==> src/rtl/assert_macros.svh <==
// ---------------------------------------------------------------------------
// Assertion macros
// Shared assertion helpers for the ring hole correlation score block.
// ---------------------------------------------------------------------------
`ifndef ASSERT_MACROS_SVH
`define ASSERT_MACROS_SVH
`ifndef SYNTHESIS
// Property that must hold at every clock edge outside reset.
`define RHCS_ASSERT(lbl, clk, rst_n, prop, msg) \
  lbl: assert property (@(posedge clk) disable iff (!rst_n) (prop)) else $error(msg);
// Condition that must never be seen outside reset.
`define RHCS_NEVER(lbl, clk, rst_n, cond, msg) \
  lbl: assert property (@(posedge clk) disable iff (!rst_n) !(cond)) else $error(msg);
`else
`define RHCS_ASSERT(lbl, clk, rst_n, prop, msg)
`define RHCS_NEVER(lbl, clk, rst_n, cond, msg)
`endif
`endif

==> src/rtl/rhcs_pkg.sv <==
// ---------------------------------------------------------------------------
// rhcs_pkg
// Types and constants shared by the ring hole correlation score modules.
// ---------------------------------------------------------------------------
`timescale 1ns / 1ps
package rhcs_pkg;

  localparam int          MAX_POINTS_DEF = 128;
  localparam logic [7:0]  POINT_COUNT_RST = 8'd100;
  localparam logic [7:0]  PIX_MAX = 8'd255;

  typedef enum logic [1:0] {
    ST_VALID    = 2'd0,
    ST_VARIANCE = 2'd1,
    ST_NEGCORR  = 2'd2
  } status_e;

  typedef enum logic [3:0] {
    BK_IDLE,
    BK_MUL,
    BK_CHK,
    BK_SQRT,
    BK_DIV1,
    BK_MLO,
    BK_MHI,
    BK_DIV2,
    BK_FIN
  } back_state_e;

  // Accumulated totals of one finished set plus the clamped point count.
  typedef struct packed {
    logic [14:0] hole_sum;
    logic [14:0] ring_sum;
    logic [15:0] total_sum;
    logic [23:0] square_sum;
    logic [7:0]  hole_min;
    logic [7:0]  ring_max;
    logic [7:0]  n;
  } snap_t;

  typedef struct packed {
    logic full;
    logic empty;
  } fifo_stat_t;

endpackage

==> src/rtl/rhcs_fifo.sv <==
// ---------------------------------------------------------------------------
// rhcs_fifo
// Two-entry queue of set snapshots between front and back.
// ---------------------------------------------------------------------------
`timescale 1ns / 1ps
module rhcs_fifo (
  input  logic                 clk_i,
  input  logic                 rst_ni,
  input  logic                 push_i,
  input  rhcs_pkg::snap_t      wdata_i,
  input  logic                 pop_i,
  output rhcs_pkg::snap_t      rdata_o,
  output rhcs_pkg::fifo_stat_t stat_o
);
  import rhcs_pkg::*;

  snap_t       mem_q [2];
  logic        wp_q, rp_q;
  logic [1:0]  cnt_q;

  assign rdata_o      = mem_q[rp_q];
  assign stat_o.full  = (cnt_q == 2'd2);
  assign stat_o.empty = (cnt_q == 2'd0);

  always_ff @(posedge clk_i) begin
    if (push_i) mem_q[wp_q] <= wdata_i;
  end

  always_ff @(posedge clk_i or negedge rst_ni) begin
    if (!rst_ni) begin
      wp_q  <= 1'b0;
      rp_q  <= 1'b0;
      cnt_q <= 2'd0;
    end else begin
      if (push_i) wp_q <= ~wp_q;
      if (pop_i)  rp_q <= ~rp_q;
      cnt_q <= cnt_q + {1'b0, push_i} - {1'b0, pop_i};
    end
  end

endmodule

==> config.mk <==
export PLATFORM = sky130hd
export DESIGN_NAME = rhcs_fifo
export DESIGN_NICKNAME = d
export VERILOG_FILES = /design/src/rtl/assert_macros.svh /design/src/rtl/rhcs_pkg.sv /design/src/rtl/rhcs_fifo.sv
export SDC_FILE = /design/constraint.sdc
export NUM_CORES = 1
export LEC_CHECK = 0
export BUFFER_PORTS_ARGS = -buffer_cell sky130_fd_sc_hd__buf_4
export CORE_MARGIN = 3
export CORE_UTILIZATION = 52
export DETAILED_ROUTE_END_ITERATION = 16
export PLACE_DENSITY = 0.78
export SLEW_MARGIN = 10
export SYNTH_ARGS = -nofsm -noshare
export SYNTH_HDL_FRONTEND = slang
export SYNTH_SLANG_ARGS = --single-unit
==> constraint.sdc <==
create_clock -name clk_i -period 5.7 [get_ports clk_i]
set_input_delay 1.14 -clock clk_i [delete_from_list [all_inputs] [get_ports clk_i]]
set_output_delay 1.14 -clock clk_i [all_outputs]
set_load 0.03 [all_outputs]
==> out/metrics.cfg <==
[outcome]
status = finished, final reports clean

[grt]
grt_max_degree = 50
antenna_found_initial = 0
grt_pass1_wl_mm = 19.15
gr-usage-all-layers_pct = 17.26
grt_pass1_vias = 3721
grt-ovfl-total = 0

[pwr]
p_per_area_mw_per_mm2 = 535.7
peakVddDrop_mv = 0.2540
p_sw_mw = 1.674
p_int_mw = 3.340
comb_power_share_pct = 37.7
seq_power_share_pct = 40.3
leakage_nw = 3.676
p_clk_share_pct = 22.0
p_sw_share_pct = 33.39

[cells_and_area]
area_growth_pct = 30.17
stdcell_area_mm2 = 0.009360
n_fill_cell = 871
drive_above_1_share_pct = 61.22
finalNetCount = 614
diodes = 0

[yosys]
yosysSeqAreaShare_pct = 79.90
yosys_warnings = 0
synth.avg_cell_area_um2 = 23.35
ys_ff_latch = 192
netlist_area_mm2 = 0.007191
synth_most_common_cell = edfxtp_1
yosysTopAreaCell = edfxtp_1
syn_nets = 408
synthFlopType = edfxtp_1
synth_edf_count = 188
synth.distinct_cells = 14
ys_top_cells_by_area = edfxtp_1 79%, mux2_4 10%, mux2_2 6.9%, dfrtp_1 1.4%, buf_6 0.94%
netlist.area_leader.share_pct = 78.51
async_flop_share_pct = 2.083
synthTopCellsByCount = 188 x edfxtp_1, 50 x mux2_4, 44 x mux2_2, 6 x buf_6
syn-instance-count = 308

[timing]
fin_crit_ns = 3.585
timing.final.crit_share_pct = 62.90
setup_viol_count_final = 0
fin_tns_setup_ns = 0
fin_skew_ns = 0.004996
relSlewSlack_pct = 49.61
final_max_slew_viol_count = 0
tightest_slew_ns = 0.7559
grt_setup_unrepaired = false
fmax_ghz = 0.2789
finalHoldViolCount = 0

[die]
core-area_mm2 = 0.01340
rows = 42
initial_core_util_pct = 53.66
fp.dieH_um = 123.6
die-area_mm2 = 0.01528
ios = 194
fp.dieW_um = 123.6

[worst_setup_path]
end_kind = primary output
worstSetupPathType = flip-flop to primary output
critical_path_required_ns = 4.56
crit_fanout = 48
cp.arrival_ns = 2.45
setup.worst_path.start_class = flip-flop

[place]
hpwl_mm = 8.645
routabilityCongestion = 0.7242
placed_area_mm2 = 0.008808
portBuffers = 193

[drt]
ant_nets = 0
via_per_inst = 5.063
route.detailed.drc = 0
avgRoutedWirePerCell_um = 18.43
dr.pass1.iters = 4
drt_iter0_markers = 205
vias = 3554
wl_mm = 12.94

[clocking]
clock_path_buffers = 2
clk_pin_slew_worst_paths_ns = 0.06
cts-htree-levels = 4
cts.sinks = 192
cts_resized = 0
clk-insertion-delay-late_ns = 0.43
post_cts_buffers = 0
cts_tree = built
clockRootBuffer = clkbuf_16
cts_hold_buf = 0
numCtsBuffers = 17

[flow_run]
drv_cap = 0

[min_path]
hold_class = input port to asynchronous set/reset pin

## sequential cells by signal (all words and copies together) (netlist names)
register / flops
cnt_q: 2
mem_q: 188
rp_q: 1
wp_q: 1
## final timing paths
check / start / to / slack [ns] / depth (start not counted)
worst min register to register: wp_q / wp_q / 0.54 / 1
min in group clk_i: wp_q / wp_q / 0.54 / 1
worst min-delay path: rst_ni / cnt_q[0] / 0.50 / 1
worst max register to register: wp_q / mem_q[1][76] / 3.66 / 2
worst max-delay path: rp_q / rdata_o[0] / 2.11 / 3
max in group asynchronous: rst_ni / rp_q / 5.09 / 1
## power groups by stage
stage / Clock (mW) / Sequential [mW] / Combinational (mW)
after floorplan: 0 / 1.97 / 1.40
after global placement: 0 / 2.04 / 1.89
after detailed placement: 0 / 2.06 / 1.91
after CTS: 1.13 / 2.03 / 1.92
after global routing: 1.19 / 2.05 / 1.99
final: 1.10 / 2.02 / 1.89
## cell type report
type	instances	area, µm²	share of cell area, %
multi-input cells	103	1345	14.37
repair buffers	198	1486	15.88
flip-flops and latches	192	5749	61.42
clock buffers	18	429.2	4.585
clock inverters	13	122.6	1.310
inverters	2	7.507	0.08020
well taps	176	220.2	2.353
## per-stage QoR
stage	cells	utilization, %	setup slack, ns	total power [mW]	hold slack, ns
after floorplan	308	-	1.669	3.369	0.4731
after global placement	671	65.73	2.548	3.928	0.5298
after detailed placement	671	65.73	2.532	3.965	0.5400
after CTS	702	69.85	2.067	5.070	0.4781
after global routing	702	69.85	1.979	5.234	0.4681
final	702	69.85	2.115	5.015	0.4965
## worst max-delay path: stages (launching register included)
cell and delay [ns]:
dfrtp_4 0.93, buf_4 0.51, mux2_2 0.39, buf_4 0.17
## cells in the final DEF, fill, tap and decap left out
cell        instances
ha_1                2
edfxtp_1          188
dfrtp_4             1
inv_1               2
clkinv_1            3
clkinvlp_4          3
clkbuf_16          17
clkbuf_1            1
mux2_2             44
nor2_1              1
mux2_4             50
clkinv_4            1
xor2_1              2
buf_4             198
bufinv_16           2
dfrtp_1             3
nor2b_4             1
nor2b_1             1
xor3_1              1
and2_4              1
clkinv_2            4
## cell families (layout without fill, tap and decap cells)
group	Yosys count	after routing	synth area share (%)
flops	192	192	79.90
mux	94	94	17.33
buf+inv	13	231	1.531
simple gates	4	4	0.3132
xor+xnor	3	3	0.5742
fa+ha+maj	2	2	0.3480
## routing by layer
layer / global-route usage [%] / up-vias / routed length [µm]
met4: 6.574 / 0 / 227
li1: - / 1631 / -
met1: 20.58 / 1743 / 5085
met3: 7.720 / 21 / 1273
met5: 0 / - / 0
met2: 27.71 / 159 / 6352
No activity file was read; power rests on OpenSTA's default activity.
