`config.mk`:
```
export PLATFORM = sky130hd
export DESIGN_NAME = rhcs_front
export DESIGN_NICKNAME = d
export VERILOG_FILES = /design/src/rtl/assert_macros.svh /design/src/rtl/rhcs_pkg.sv /design/src/rtl/rhcs_front.sv
export SDC_FILE = /design/constraint.sdc
export NUM_CORES = 1
export LEC_CHECK = 0
export ABC_AREA = 1
export BUFFER_PORTS_ARGS = -buffer_cell sky130_fd_sc_hd__buf_2
export CAP_MARGIN = 20
export CORE_MARGIN = 10
export CORE_UTILIZATION = 40
export CTS_BUF_LIST = sky130_fd_sc_hd__clkbuf_8
export DETAILED_ROUTE_END_ITERATION = 10
export PLACE_DENSITY = 0.62
export SLEW_MARGIN = 30
export SYNTH_ARGS = -nofsm -noshare
export SYNTH_HDL_FRONTEND = slang
export SYNTH_SLANG_ARGS = --single-unit
```
`constraint.sdc`:
```
create_clock -name clk_i -period 4.15 [get_ports clk_i]
set_input_delay 0.2075 -clock clk_i [delete_from_list [all_inputs] [get_ports clk_i]]
set_output_delay 0.2075 -clock clk_i [all_outputs]
set_load 0.01 [all_outputs]
```
`src/rtl/assert_macros.svh`:
```
// ---------------------------------------------------------------------------
// Assertion macros
// Shared assertion helpers for the ring hole correlation score block.
// ---------------------------------------------------------------------------
`ifndef ASSERT_MACROS_SVH
`define ASSERT_MACROS_SVH
`ifndef SYNTHESIS
// Property that must hold at every clock edge outside reset.
`define RHCS_ASSERT(lbl, clk, rst_n, prop, msg) \
  lbl: assert property (@(posedge clk) disable iff (!rst_n) (prop)) else $error(msg);
// Condition that must never be seen outside reset.
`define RHCS_NEVER(lbl, clk, rst_n, cond, msg) \
  lbl: assert property (@(posedge clk) disable iff (!rst_n) !(cond)) else $error(msg);
`else
`define RHCS_ASSERT(lbl, clk, rst_n, prop, msg)
`define RHCS_NEVER(lbl, clk, rst_n, cond, msg)
`endif
`endif

```
`src/rtl/rhcs_pkg.sv`:
```
// ---------------------------------------------------------------------------
// rhcs_pkg
// Types and constants shared by the ring hole correlation score modules.
// ---------------------------------------------------------------------------
`timescale 1ns / 1ps
package rhcs_pkg;

  localparam int          MAX_POINTS_DEF = 128;
  localparam logic [7:0]  POINT_COUNT_RST = 8'd100;
  localparam logic [7:0]  PIX_MAX = 8'd255;

  typedef enum logic [1:0] {
    ST_VALID    = 2'd0,
    ST_VARIANCE = 2'd1,
    ST_NEGCORR  = 2'd2
  } status_e;

  typedef enum logic [3:0] {
    BK_IDLE,
    BK_MUL,
    BK_CHK,
    BK_SQRT,
    BK_DIV1,
    BK_MLO,
    BK_MHI,
    BK_DIV2,
    BK_FIN
  } back_state_e;

  // Accumulated totals of one finished set plus the clamped point count.
  typedef struct packed {
    logic [14:0] hole_sum;
    logic [14:0] ring_sum;
    logic [15:0] total_sum;
    logic [23:0] square_sum;
    logic [7:0]  hole_min;
    logic [7:0]  ring_max;
    logic [7:0]  n;
  } snap_t;

  typedef struct packed {
    logic full;
    logic empty;
  } fifo_stat_t;

endpackage

```
`src/rtl/rhcs_front.sv`:
```
// ---------------------------------------------------------------------------
// rhcs_front
// Accepts pixels, keeps the running sums and extremes, and hands a snapshot
// of each finished set to the queue.
// ---------------------------------------------------------------------------
`timescale 1ns / 1ps
module rhcs_front #(
  parameter int MAX_POINTS = rhcs_pkg::MAX_POINTS_DEF
) (
  input  logic               clk_i,
  input  logic               rst_ni,
  input  logic               cfg_we_i,
  input  logic [7:0]         cfg_wdata_i,
  input  logic               in_valid_i,
  output logic               in_stall_o,
  input  logic [7:0]         pixel_i,
  input  logic               is_ring_i,
  input  logic               last_i,
  input  rhcs_pkg::fifo_stat_t fifo_st_i,
  output logic               push_o,
  output rhcs_pkg::snap_t    snap_o
);
  import rhcs_pkg::*;

  localparam logic [7:0] NMAX = (MAX_POINTS > 255) ? 8'd255 : 8'(MAX_POINTS);

  logic [7:0]  pc_q;
  logic [14:0] hs_q, hs_d, rs_q, rs_d;
  logic [15:0] bs_q, bs_d;
  logic [23:0] qs_q, qs_d;
  logic [7:0]  hmin_q, hmin_d, rmax_q, rmax_d;
  logic [7:0]  n_clamp;
  logic [15:0] sq;
  logic        accept;

  assign in_stall_o = fifo_st_i.full;
  assign accept     = in_valid_i && !fifo_st_i.full;
  assign push_o     = accept && last_i;
  assign sq         = {8'b0, pixel_i} * {8'b0, pixel_i};

  always_comb begin
    hs_d   = hs_q;
    rs_d   = rs_q;
    hmin_d = hmin_q;
    rmax_d = rmax_q;
    if (is_ring_i) begin
      rs_d = rs_q + {7'b0, pixel_i};
      if (pixel_i > rmax_q) rmax_d = pixel_i;
    end else begin
      hs_d = hs_q + {7'b0, pixel_i};
      if (pixel_i < hmin_q) hmin_d = pixel_i;
    end
    bs_d = bs_q + {8'b0, pixel_i};
    qs_d = qs_q + {8'b0, sq};
  end

  always_comb begin
    if (pc_q == 8'd0) begin
      n_clamp = 8'd1;
    end else if (pc_q > NMAX) begin
      n_clamp = NMAX;
    end else begin
      n_clamp = pc_q;
    end
  end

  assign snap_o = '{hole_sum: hs_d, ring_sum: rs_d, total_sum: bs_d, square_sum: qs_d,
                    hole_min: hmin_d, ring_max: rmax_d, n: n_clamp};

  always_ff @(posedge clk_i or negedge rst_ni) begin
    if (!rst_ni) begin
      pc_q   <= POINT_COUNT_RST;
      hs_q   <= '0;
      rs_q   <= '0;
      bs_q   <= '0;
      qs_q   <= '0;
      hmin_q <= PIX_MAX;
      rmax_q <= '0;
    end else begin
      if (cfg_we_i) pc_q <= cfg_wdata_i;
      if (accept) begin
        if (last_i) begin
          hs_q   <= '0;
          rs_q   <= '0;
          bs_q   <= '0;
          qs_q   <= '0;
          hmin_q <= PIX_MAX;
          rmax_q <= '0;
        end else begin
          hs_q   <= hs_d;
          rs_q   <= rs_d;
          bs_q   <= bs_d;
          qs_q   <= qs_d;
          hmin_q <= hmin_d;
          rmax_q <= rmax_d;
        end
      end
    end
  end

endmodule

```
==> results by stage, run 1 <==
Clocking:
- The number of levels the H-tree was split into is 3.
- The clock tree from TritonCTS is done.
- In this run the deepest clock path goes through 2 buffers.
- The cell sitting at the root of the clock tree is a clkbuf_8.
- For this design, the sink count on the clock tree is 94.
- The CTS buffer count is 9.
- The clock-pin transition on the worst setup and hold timing paths is 0.12 ns.
- The clock latency at the later pin of the worst-skew pair is 0.40 ns.

Hold path:
- The type of the worst min-delay path is in2reg.

Worst setup path:
- The kind of critical path is reg2out.
- The delay of the slowest cell on the worst path is 0.54 ns.
- Data on the critical path is required at its endpoint by 3.94 ns.
- The library cell contributing the largest single delay on the critical path is fa_1.
- The worst register-to-register path has a depth of 22.
- The critical path starts at qs_q[6]$_DFFE_PN0P_.
- The capture point of the worst path is snap_o[45].
- The startpoint identified for the worst register-to-register timing path is qs_q[6]$_DFFE_PN0P_.
- STA classifies the critical path endpoint as a primary output.
- The critical path runs through a total of 18 cells.
- In this run the register-to-register setup slack is -0.18 ns.
- Counting both buffers and inverters, the worst setup path holds a total of 3.
- The signal on the critical path passes through fa_1 > fa_1 > inv_1 > fa_1 > fa_1 > inv_2 > ha_4 > nand3_4 > nand2_4 > nand2_2 > nand2_2 > nand2_2 > nand2_4 > nand2_2 > nand2_1 > nand2_1 > and2_1 > buf_2.
- In this run the critical register-to-register path is captured at qs_q[17]$_DFFE_PN0P_.
- Broken down by cell family, the worst path's largest delay share belongs to adder cells.
- The peak fanout along the critical path is 4.
- The endpoint arrival time on the critical path is 4.19 ns.
- The kind of start point of the critical path is a register.

Yosys:
- The adder-cell area share of the yosys netlist is 0.207.
- The most instantiated flip-flop cell in the synthesis netlist is dfrtp_1.
- The share of synthesized area spent on multiplexers is 0.00114.
- The unique cell type count in the Yosys netlist is 50.
- The share of synthesized flip-flops with an asynchronous set or reset is 1.00.
- The number of synthesized flops with an enable pin is 0.
- The fraction of the mapped netlist area in compound gates is 0.0963.
- After synthesis, the mean cell area works out to 7.31 um^2.
- The register bit total from synthesis is 94.
- The sequential element share of the synthesized area is 0.269.
- The synthesized netlist occupies a cell area of 8810 um^2.
- The number of standard cells after synthesis is 1204.
- The xor/xnor share of the synthesized area is 0.0421.
- After synthesis, the largest family of logic cells by area is simple AND/OR/NAND/NOR gates.
- The total nets after synthesis is 1350.
- Yosys printed 0 warnings.
- The post-synthesis simple-gate area fraction is 0.271.

STA:
- The number of setup violations in the final report is 19.
- For this run, the top clock speed supported by timing is 0.227 GHz.
- The worst hold slack across all endpoints is 0.109 ns.
- The final worst-path setup slack is -0.252 ns.
- Setup repair after global routing could not meet its margin everywhere.
- The worst slew margin relative to its limit is 0.458.
- The number of slew-limit violations in the final report came to 0.
- Setup total negative slack on the finished layout was measured at -2.97 ns.
- Dividing the final minimum period by the clock period gives 1.06.
- For the pin with the worst max-slew slack, the measured transition is 0.811 ns.
- The final-report hold violation count is 0.
- Counting I/O delays and the setup requirement, the final critical path takes roughly 4.4 ns.
- The setup skew after layout is 0.0110 ns.

Drt:
- The first TritonRoute pass finished after 5 iterations.
- The total number of vias is 8127.
- The DRC violations left is 0.
- The count of nets left with antenna violations once routing finished came out at 0.
- The count of routing violations after the opening detailed-route iteration is around 500.
- In the final routed layout, each cell accounts on average for 14.6 um.
- The final routed wirelength across all metal layers is 24.6 mm.
- The number of vias per cell after detailed routing is 4.84.

Cells and area:
- The commonest non-fill, non-tap cell in the layout is nand2_1.
- At the end of the flow the core is filled with cells to 0.504.
- The area of all sequential standard cells is 2370 um^2.
- The area occupied by multi-input gates is 5830 um^2.
- The net count of the finished layout is 1540.
- The area added between synthesis and finish is 24.4%.
- The total of fill cells in the finished design is 2145.
- In the final layout, the share of cells above drive strength 1 is 0.241.
- The post-route cell area is 11000 um^2.
- Leaving out fill and tap cells, the most frequent cells in the layout are nand2_1, inv_1, buf_2, dfrtp_1, buf_4.
- The antenna diode instance count is 0.

Floorplanning:
- The floorplan die height is between 150 and 200 um.
- From left edge to right edge, the die measures 168 um.
- The area inside the core boundary is 21800 um^2.
- The number of placement rows is between 50 and 60.
- For this configuration, the core starts out at a cell density of 0.405.
- The die covers 28400 um^2.
- The top-level port count is 120.

Global routing:
- In the global route stage, overall resource usage came out at 0.173.
- met2 is the most crowded layer.
- The met3 usage in global routing is 0.0435.
- The number of antenna violations at the first check in global routing is 0.
- For this run, global-route usage on met1 was measured as 0.224.
- The number of global-route vias before repair is 8062.
- For met2 alone, demand over resource in global routing was 0.281.
- Global routing finished with a remaining overflow of 0.
- The first global-routing pass estimated 40.5 mm of wire.
- Entering global routing, the biggest net connects between 60 and 70 pins.

Run:
- The max capacitance violation total is 0.

Placement:
- The count of input and output buffers is 118.
- In this run the cell area measured after placement is 10000 um^2.
- The detailed-placement wirelength estimate is 18.1 mm.
- Routability-driven placement finished with a final weighted congestion of 0.855.

Power and ir drop:
- The leakage power figure is 0.00620 uW.
- For this design the ratio of total power to cell area is 730 nW/um^2.
- The worst-case IR drop observed on VDD is 0.581 mV.

Run status:
- The final reports fail on negative setup slack.
- The flow ran to the end, but the final reports show violations.
[state kept, by name (all words and copies together) (netlist names)]
register	count
bs_q	16
hmin_q	8
hs_q	15
pc_q	8
qs_q	24
rmax_q	8
rs_q	15
[where the power goes]
| group | switching, uW | internal, uW | total, uW |
|---|---|---|---|
| combinational | 3330 | 2850 | 6180 |
| sequential | 93.1 | 1070 | 1170 |
| clock | 416 | 237 | 653 |
[worst min path at each step]
stage,from,endpoint,cells past startpoint
finish,cfg_we_i,pc_q[2]$_DFFE_PN1P_,3
detailed placement,rst_ni,qs_q[19]$_DFFE_PN0P_,1
global route,cfg_we_i,pc_q[2]$_DFFE_PN1P_,3
floorplan,rst_ni,bs_q[0]$_DFFE_PN0P_,0
global placement,rst_ni,qs_q[22]$_DFFE_PN0P_,1
CTS,cfg_we_i,pc_q[5]$_DFFE_PN1P_,3
[what timing repair did]
action	in CTS	in global routing
setup buffers	22	6
endpoints found under the setup margin	18	21
pin swaps	46	33
endpoints found under the hold margin	72	0
resized for setup	59	34
hold buffers	9	0
[final cells by class]
class | instances | area share
multi-input combinational | 853 | 0.532
tap | 280 | 0.0320
clock buffer | 9 | 0.0113
inverter | 222 | 0.0763
timing repair buffer | 214 | 0.126
sequential | 94 | 0.216
clock inverter | 7 | 0.00662
[cell usage after synthesis, types with 7 or more instances]
cell / instances / area, um^2
nor3_1: 7 / 35.0
or2_2: 7 / 43.8
clkbuf_1: 19 / 71.3
nand4_1: 9 / 56.3
buf_2: 13 / 65.1
a21oi_1: 34 / 170
dfstp_2: 11 / 289
fa_1: 40 / 801
o22ai_1: 7 / 43.8
a22o_1: 13 / 114
nand2_2: 12 / 75.1
inv_1: 218 / 818
nand2_1: 340 / 1280
xnor2_1: 8 / 70.1
nand3_1: 83 / 415
and2_1: 20 / 125
xor2_1: 25 / 219
o21ai_0: 60 / 300
o21a_1: 7 / 52.6
dfrtp_1: 83 / 2080
ha_1: 82 / 1030
nand3b_1: 7 / 52.6
nor2_1: 50 / 188
[metal layers]
| metal | vias to the layer above | part of all wire |
|---|---|---|
| li1 | 4148 | - |
| met1 | 3787 | 0.46 |
| met2 | 171 | 0.47 |
| met3 | 21 | 0.058 |
| met4 | 0 | 0.014 |
| met5 | - | 0 |
[kinds of logic (layout without fill, tap and decap cells)]
| logic type | count (synthesis) | after routing |
|---|---|---|
| AOI/OAI and AO/OA | 143 | 143 |
| adders and majority gates | 122 | 122 |
| muxes | 1 | 1 |
| buffers and inverters | 257 | 452 |
| and+or+nand+nor | 549 | 549 |
| xor gates and xnor gates | 38 | 38 |
| DFF | 94 | 94 |
[worst register-to-register path, delay by kind of cell (launching register included)]
family                     cells  cell delay [ns]
DFF                            1             0.43
and+or+nand+nor                9             0.63
AOI/OAI and AO/OA              1             0.16
buffers and inverters          7             0.72
adders and majority gates      5             2.29
[metrics by stage]
step | instances | worst slack (ns) | power [uW]
detailed placement | 1628 | -0.262 | 5720
CTS | 1675 | -0.169 | 7520
global route | 1679 | -0.455 | 8640
global placement | 1628 | -0.225 | 5700
finish | 1679 | -0.252 | 8000
floorplan | 1204 | 0.00647 | 3870
(Power assumes the default switching activity.)
==> inputs of run 2 (changes only) <==
CORE_MARGIN = 2   (was 10)
GPL_TIMING_DRIVEN = 1   (was not set)
==> results by stage, run 2 (synthesized netlist as in run 1, its figures left out) <==
Hold path:
- The worst hold path belongs to the class in2reg.
- The worst hold path stage count is 3.

Worst setup path:
- In this design, the largest share of critical-path delay is due to adder cells.
- The endpoint arrival time on the critical path is between 4 and 5 ns.
- The number of buffers and inverters on the critical path is 3.
- Counting buffers and inverters, the worst setup path is 17 cells deep.
- The signal on the critical path passes through fa_1 > fa_1 > inv_1 > fa_1 > fa_1 > inv_2 > ha_4 > a21oi_4 > nand2_4 > nand2_2 > nand2_2 > nand2_2 > nand2_4 > nand2_2 > nand3_1 > and2_1 > buf_2.
- The kind of critical path is reg2out.
- Data on the critical path is required at its endpoint by about 3.9 ns.
- The library cell contributing the largest single delay on the critical path is fa_1.
- The kind of start point of the critical path is a register.
- In this run the worst path has a maximum fanout of 4.
- The cell count of the worst reg-to-reg path is 20.
- The largest single stage delay on the critical path is 0.51 ns.
- The type of element capturing the critical path is a primary output.

Drt:
- The number of vias per cell after detailed routing is ~4.8.
- The iteration count of the initial detailed-routing pass is 4.
- The detailed router finished its first iteration with 325 violations.
- The average detailed-routed wire length per instance is between 10 and 15 um.
- The final routed wirelength across all metal layers is around 24 mm.
- Summing over every cut layer, the via total after detailed routing is 8087.
- The remaining antenna violation count is 0.
- The DRC violations left is 0.

Cells and area:
- The commonest non-fill, non-tap cell in the layout is nand2_1.
- Compared with the post-synthesis result, the final layout area differs by 25.6%.
- In the final layout, the share of cells above drive strength 1 is 0.258.
- The core occupancy in the finished layout is 0.510.
- The register with the highest flop count is qs_q.
- The area of all sequential standard cells is roughly 2400 um^2.
- Fill cells in the final layout number about 2.1k.
- Leaving out fill and tap cells, the most frequent cells in the layout are nand2_1, inv_1, buf_2, dfrtp_1, nand3_1.
- The final standard cell count with taps included and fillers excluded is 1676.
- The net count of the finished layout is 1536.
- The area occupied by multi-input gates is ~6000 um^2.
- In the final layout, the registers with the most flip-flops are qs_q: 24 flops, bs_q: 16 flops.
- The flip-flop count of the largest register after layout is 24.

Floorplanning:
- The die boundary width is 152 um.
- The die covers 23200 um^2.
- The region available for standard cell placement spans 21700 um^2.
- The initialized floorplan defines 54 standard-cell rows.
- The initial core utilization is 0.406.
- For this design the top-level I/O count stands at 120.
- The floorplan die height is 152 um.

Clocking:
- The CTS buffer count is 9.
- CTS placed an instance of clkbuf_8 at the clock tree root.
- In this run the number of H-tree levels came out at 3.
- After clock tree synthesis, the clock-pin slew on the worst setup and hold paths is 0.12 ns.
- The clock tree from TritonCTS is done.
- The longest clock path from root to sink contains 2 buffers.
- Clock latency on the worst-skew pair, taken at its later pin, is roughly 0.40 ns.
- The clock sink total is 94.

STA:
- The actual slew at the worst max-slew pin is 0.745 ns.
- Setup repair after global routing could not meet its margin everywhere.
- The final worst-path setup slack is -0.139 ns.
- In the finished design, the share of the clock period the worst path needs comes to 1.03.
- The final-report hold violation count is 0.
- Measured against its own limit, the worst slew margin works out to 0.503.
- For this run, the top clock speed supported by timing is around 0.23 GHz.
- The post-route setup TNS is -1.13 ns.
- The number of slew-limit violations in the final report came to 0.
- The shortest clock period the worst path allows after layout is approximately 4.3 ns.
- The number of setup violations in the final report is 13.
- For the final database, setup skew stands at 0.0161 ns.

Global routing:
- The number of antenna violations at the first check in global routing is 1.
- The total routing resource utilization after global routing is 0.208.
- The met3 usage in global routing is 0.0375.
- The pin count of the biggest net entering global routing is between 70 and 80.
- The global routing's busiest layer is met2.
- The met2 track demand over resource in global routing is 0.349.
- The number of global-route vias before repair is a little under 8k.
- The global-route wire length before repair is 39.6 mm.
- The global-route congestion overflow total is 0.
- The global-route met1 utilization is 0.280.

Power and ir drop:
- Power spread over the standard cell area amounts to 777 nW/um^2.
- Across the VDD grid, the largest voltage drop is between 0.5 and 0.6 mV.
- The leakage power figure is between 0.006 and 0.007 uW.
- The design draws 8590 uW.

Run status:
- The run finished, with violations left.
- The checks that failed: negative setup slack.

Placement:
- Routability-driven placement finished with a final weighted congestion of approximately 0.9.
- The count of input and output buffers is roughly 120.
- Including well taps, the total number of placed cells is 1628.
- The minimum setup slack after placement is -0.185 ns.
- The detailed-placement wirelength estimate is 17.4 mm.

Run:
- Max-cap violations in this run came to 0.
## run 2: cell types whose count changed in the layout (fill, tap and decap cells not counted), sizes merged
cell / before / now
inv: 225 / 224
dlygate4sd3: 9 / 7
clkinv: 3 / 5
diode: 0 / 1
buf: 205 / 203
clkinvlp: 1 / 0
## run 2: final timing paths
path,endpoint,slack [ns],start
setup / recovery,snap_o[45],-0.14,qs_q[6]$_DFFE_PN0P_
setup reg to reg,qs_q[15]$_DFFE_PN0P_,0.13,qs_q[7]$_DFFE_PN0P_
min in group asynchronous,pc_q[7]$_DFFE_PN0P_,0.42,rst_ni
hold reg to reg,qs_q[15]$_DFFE_PN0P_,0.49,qs_q[15]$_DFFE_PN0P_
max in group asynchronous,hs_q[1]$_DFFE_PN0P_,2.89,rst_ni
hold / removal,pc_q[2]$_DFFE_PN1P_,0.02,cfg_wdata_i[2]
## run 2: cell type report
type                            count  area share
Antenna cell                        1    0.000226
Tap cell                          280      0.0317
Timing Repair Buffer              210       0.124
Inverter                          222      0.0755
Sequential cell                    94       0.214
Clock inverter                      7     0.00780
Clock buffer                        9      0.0112
Multi-Input combinational cell    853       0.536
## run 2: worst register-to-register path, delay by kind of cell, from the launching register on
family	cells	cell delay, ns
simple gates	6	0.51
flops	1	0.36
fa+ha+maj	5	2.11
xor+xnor	1	0.15
buf+inv	7	0.56
compound gates	1	0.19
## run 2: per-layer routing
layer	up-vias	routed length (um)
li1	4133	-
met1	3784	11100
met2	150	11800
met3	20	998
met4	0	361
met5	-	0
## run 2: stage by stage
stage	hold WS [ns]	instance area, um^2
2_1_floorplan	-0.0881	8810
3_5_place_dp	0.303	10100
5_1_grt	0.0342	11100
4_1_cts	0.000135	10700
3_3_place_gp	0.414	10000
6_report	0.0250	11100
## run 2: report_power, final
| part | leakage [uW] | total, uW | internal (uW) | switching (uW) |
|---|---|---|---|---|
| Clock | 0.000105 | 671 | 243 | 427 |
| Sequential | 0.00122 | 1170 | 1070 | 95.2 |
| Combinational | 0.00489 | 6750 | 3190 | 3560 |
| Total | 0.00622 | 8590 | 4510 | 4080 |
## run 2: timing repair
item / in CTS / in global routing
resized for setup: 56 / 69
hold buffers: 7 / 0
setup buffers: 11 / 15
pin swaps: 42 / 48
endpoints found under the setup margin: 18 / 17
endpoints found under the hold margin: 67 / 0
